**src/rtl/tria_pkg.sv**
```systemverilog
`default_nettype none
package tria_pkg;
  localparam int MaxIntervalsDef = 64;
  localparam int TimeBitsDef = 16;
endpackage
`default_nettype wire

```
**src/rtl/tria_cell.sv**
```systemverilog
`default_nettype none
module tria_cell
  import tria_pkg::*;
#(
  parameter int TimeBits = TimeBitsDef,
  parameter int IdxBits = 6
) (
  input  wire logic                clk,
  input  wire logic                ins,
  input  wire logic                shift,
  input  wire logic [TimeBits-1:0] new_start,
  input  wire logic [TimeBits-1:0] new_end,
  input  wire logic [IdxBits-1:0]  new_idx,
  input  wire logic                prev_goes_after,
  input  wire logic [TimeBits-1:0] prev_start,
  input  wire logic [TimeBits-1:0] prev_end,
  input  wire logic [IdxBits-1:0]  prev_idx,
  input  wire logic                prev_valid,
  input  wire logic [TimeBits-1:0] next_start,
  input  wire logic [TimeBits-1:0] next_end,
  input  wire logic [IdxBits-1:0]  next_idx,
  input  wire logic                valid,
  output logic                     goes_after,
  output logic [TimeBits-1:0]      start_r,
  output logic [TimeBits-1:0]      end_r,
  output logic [IdxBits-1:0]       idx_r
);
  logic new_first;
  assign new_first = (new_start < start_r) || (new_start == start_r && new_end < end_r);
  assign goes_after = valid && new_first;
  always_ff @(posedge clk) begin
    if (shift) begin
      start_r <= next_start;
      end_r <= next_end;
      idx_r <= next_idx;
    end else if (ins && (goes_after || !valid)) begin
      if (prev_goes_after && prev_valid) begin
        start_r <= prev_start;
        end_r <= prev_end;
        idx_r <= prev_idx;
      end else begin
        start_r <= new_start;
        end_r <= new_end;
        idx_r <= new_idx;
      end
    end
  end
endmodule
`default_nettype wire

```
**config.mk**
```make
export PLATFORM = sky130hd
export DESIGN_NAME = tria_cell
export DESIGN_NICKNAME = d
export VERILOG_FILES = /design/src/rtl/tria_pkg.sv /design/src/rtl/tria_cell.sv
export SDC_FILE = /design/constraint.sdc
export NUM_CORES = 1
export LEC_CHECK = 0
export BUFFER_PORTS_ARGS = -buffer_cell sky130_fd_sc_hd__buf_4
export CAP_MARGIN = 5
export CELL_PAD_IN_SITES_DETAIL_PLACEMENT = 0
export CELL_PAD_IN_SITES_GLOBAL_PLACEMENT = 1
export CORE_UTILIZATION = 32
export DETAILED_ROUTE_END_ITERATION = 10
export PLACE_DENSITY_LB_ADDON = 0.1
export SETUP_SLACK_MARGIN = 0.2
export SYNTH_ARGS = -nofsm -noshare
export SYNTH_HDL_FRONTEND = slang
export SYNTH_SLANG_ARGS = --single-unit
```
**constraint.sdc**
```tcl
create_clock -name clk -period 5.1 [get_ports clk]
set_input_delay 1.02 -clock clk [delete_from_list [all_inputs] [get_ports clk]]
set_output_delay 1.02 -clock clk [all_outputs]
set_load 0.05 [all_outputs]
```
# Yosys cells after proc, flatten, opt, wreduce, memory -nomap -nowiden
# Index checks and enable logic that the tools add are counted.
# classes
order_cmp	2
n_eq_ne	1
n_mux	9
reduce_logical	8
# op_table
cell	n
2-to-1 mux 16 bit	6
< comparator 16 bit	2
2-to-1 mux 6 bit	3
equality test 16 bit	1
logical AND 1 bit	4
logical OR 1 bit	2
nonzero test 2 bit	1
logical NOT 1 bit	1
# totals
register_bits	38
input_bits	120
output_inout_bits	39
word_cells	23

# Longest topological paths before layout
# depth
word_depth	8
mapped_depth	7
depth_no_buf	7

# Least setup slack after synthesis
# Ideal clock, no wire load.
# synth_timing
kind	in2out
startpoint	input port new_start[14]
endpoint	output port goes_after
arrival_ps	3145
required_ps	4080
path_slack_ps	935
path_stages	6
n_path_buf	0
path_cell_list	ha_1 > nand4_2 > nor4_2 > nand3_1 > or4_1 > a21boi_1
# synth_via
elab_chain_len	4
elab_cells_between_ends	5
classes_between	1 x order compare; 1 x eq/ne; 3 x reduce/logical
# synth_lines
item	line	text
start, declared	tria_cell.sv:11	input wire logic [TimeBits-1:0] new_start,
parallel branches: the longest is 2 deep, another holds < comparator 16 bit	--	
logical OR 1 bit *	tria_cell.sv:29	assign new_first = (new_start < start_r) || (new_start == start_r && new_end < end_r);
logical AND 1 bit *	tria_cell.sv:30	assign goes_after = valid && new_first;
end, declared	tria_cell.sv:23	output logic goes_after,
# Mark *: on every way between the ends.

# Worst setup path in the final report
# layout_timing
startpoint	input port new_end[1]
endpoint	output port goes_after
# layout_via
elab_chain_len	4
# layout_lines
item	line	text
start, declared	tria_cell.sv:12	input wire logic [TimeBits-1:0] new_end,
< comparator 16 bit	tria_cell.sv:29	
logical AND 1 bit	tria_cell.sv:29	
logical OR 1 bit	tria_cell.sv:29	
logical AND 1 bit	tria_cell.sv:30	
# No other way between the ends.

==> results.tsv <==
metric	value	unit
pwr-share-seq	0.377	
leakage	2.17	nW
h-tree-depth	2	
rsz0062_at_grt	false	
switching_share	0.349	
rrSetupSlack	2300	ps
p_sw	0.376	mW
slowest_stage	a2111oi_0	
path_max_fanout	2	
synth_area_leaders	edfxtp_1 (42%), ha_1 (14%), mux2i_1 (14%)	
fin_nets	583	
ys_types	29	
hold_viol_final	0	
pin_count	159	
cts_hold_buffers	0	
fin_cells	538	
post-route-min-period	4070	ps
root_buffer	clkbuf_8	
num_rows	33	
ys_seq_area_frac	0.418	
area_growth	51.7	%
cts.sinks	38	
maxSlewHeadroom	0.550	
path_clk_slew	80	ps
grt_pass1_wl	11000	microns
cap_violations	0	
dp_cells	530	
syn-num-nets	428	
synth_top_area_share	0.418	
initial_core_util	0.332	
synth_top_area_cell	edfxtp_1	
r2r-start	end_r[1]	
die_h	94.3	microns
hold_end	idx_r[1]	
path_common_cell	buf_4	
dieArea	8900	sq um
finClkSkew	10.3	ps
port_buffers	158	
required	4080	ps
grtUsageTotal	0.161	
syn_avg_cell_area	9.85	sq um
slowest_delay	580	ps
fmax	245	MHz
period_share	0.799	
cts_made_buffers	5	
min_delay_path_depth	3	
synth-edff-count	38	
grt.overflow.total	0	
ys_seq_elements	38	
reg2regPathDepth	7	
cts_resized	0	
hpwl	5620	microns
maxSlewViolCount	0	
p_clk_frac	0.236	
path_class	primary input to output port	
ir_drop	0.120	mV
wl_per_cell	13.4	microns
tightest_slew	676	ps
viasPerCell	4.70	
netlist_top_cells_count	nand2_1 (43), o21ai_0 (40), edfxtp_1 (38), mux2i_1 (38), inv_1 (33)	
syn_inst	277	
crit_chain	buf_4 -> ha_1 -> a2111oi_0 -> o31ai_1 -> or4_1 -> a21boi_1 -> buf_4	
yosysMostFrequentCell	nand2_1	
place_congestion	0.757	
fin_tns_setup	0	ps
start_kind	primary input	
synth-warning-count	0	
status	finished clean	
rr_endpoint	end_r[12]	
antenna_found_initial	0	
drt-total-wl	7210	microns
die_w	94.3	microns
final_core_util	0.504	
crit_arrival	3050	ps
first_pass_iters	4	
hold_path.class	primary input to register	
vias	2527	
power_density	260	nW/um^2
syn_area	2730	sq um
drt-initial-drc-count	84	
comb_power_share	0.387	
hp-start	next_idx[1]	
drtAntennaViolNets	0	
drc_errors	0	
power	1.08	mW
core_area	8220	sq um
synthFlopType	edfxtp_1	
antenna_cells	0	
crit_path_end_kind	output port	
final_layout_size_suffix_gt1_frac	0.402	
post-cts-setup-buffer-count	0	
grt_pass1_vias	2307	
async_flop_share	0	
setup_viol	0	
clock_latency	290	ps
cts_tree	done	
p_int	0.701	mW
cts_max_path_buffers	2	
grt_max_degree	79	
[sequential cells by signal (all words and copies together) (netlist names)]
| name | flops |
|---|---|
| start_r | 16 |
| idx_r | 6 |
| end_r | 16 |
[power by group through the flow]
stage                     Clock [mW]  Sequential, mW  Combinational, mW
final                          0.255           0.406              0.417
after global routing           0.269           0.412              0.454
after CTS                      0.265           0.407              0.423
after detailed placement           0           0.414              0.422
after global placement             0           0.412              0.422
after floorplan                    0           0.537              0.130
[metal layers]
| metal | track usage | wire length (microns) | vias to the layer above |
|---|---|---|---|
| met3 | 0.0348 | 530 | 11 |
| met4 | 0.0603 | 141 | 0 |
| met2 | 0.278 | 3480 | 87 |
| met1 | 0.195 | 3060 | 1128 |
| met5 | 0 | 0 | - |
| li1 | - | - | 1301 |
[critical path, delay by kind of cell]
kind            cells  cell delay (ps)
compound gates      3              930
fa+ha+maj           1              270
buf+inv             2              330
simple gates        1              500
[how the worst max path moves through the flow]
| stage | start | endpoint | slack [ps] | cells past startpoint |
|---|---|---|---|---|
| 2_1_floorplan | new_start[14] | goes_after | 940 | 6 |
| 3_3_place_gp | new_end[1] | goes_after | 990 | 7 |
| 3_5_place_dp | new_end[1] | goes_after | 970 | 7 |
| 4_1_cts | new_end[1] | goes_after | 960 | 7 |
| 5_1_grt | new_start[14] | goes_after | 900 | 8 |
| 6_report | new_end[1] | goes_after | 1030 | 7 |
[through the flow]
step	cell area, sq um	setup slack, ps	hold slack (ps)
global placement	4030	993	1300
detailed placement	4030	966	1300
floorplan	2730	935	1210
finish	4140	1030	1000
CTS	4140	965	992
global route	4140	903	1010
[cell type report]
class | instances | area, sq um
Inverter | 33 | 124
Clock inverter | 3 | 40.0
Clock buffer | 5 | 68.8
Sequential cell | 38 | 1140
Fill cell | 820 | 4080
Tap cell | 105 | 131
Multi-Input combinational cell | 193 | 1420
Timing Repair Buffer | 161 | 1210
[layout by cell type, fill, tap and decap left out, types with 2 or more instances in the layout]
cell / count
nand3_1: 5
clkbuf_8: 5
nor2_1: 3
inv_1: 33
buf_4: 161
nand4_1: 4
a21oi_1: 10
ha_1: 31
o21ai_0: 40
edfxtp_1: 38
clkinv_2: 2
nand2_1: 42
mux2i_1: 38
a21o_1: 3
[logic make-up after synthesis]
group,after synthesis,synth area share
AND/OR/NAND/NOR,61,0.102
adder cells (fa/ha/maj),31,0.142
flip-flops,38,0.418
buffers and inverters,46,0.0647
multiplexers,38,0.139
AO/OA/AOI/OAI,63,0.133
(Power assumes the default switching activity.)
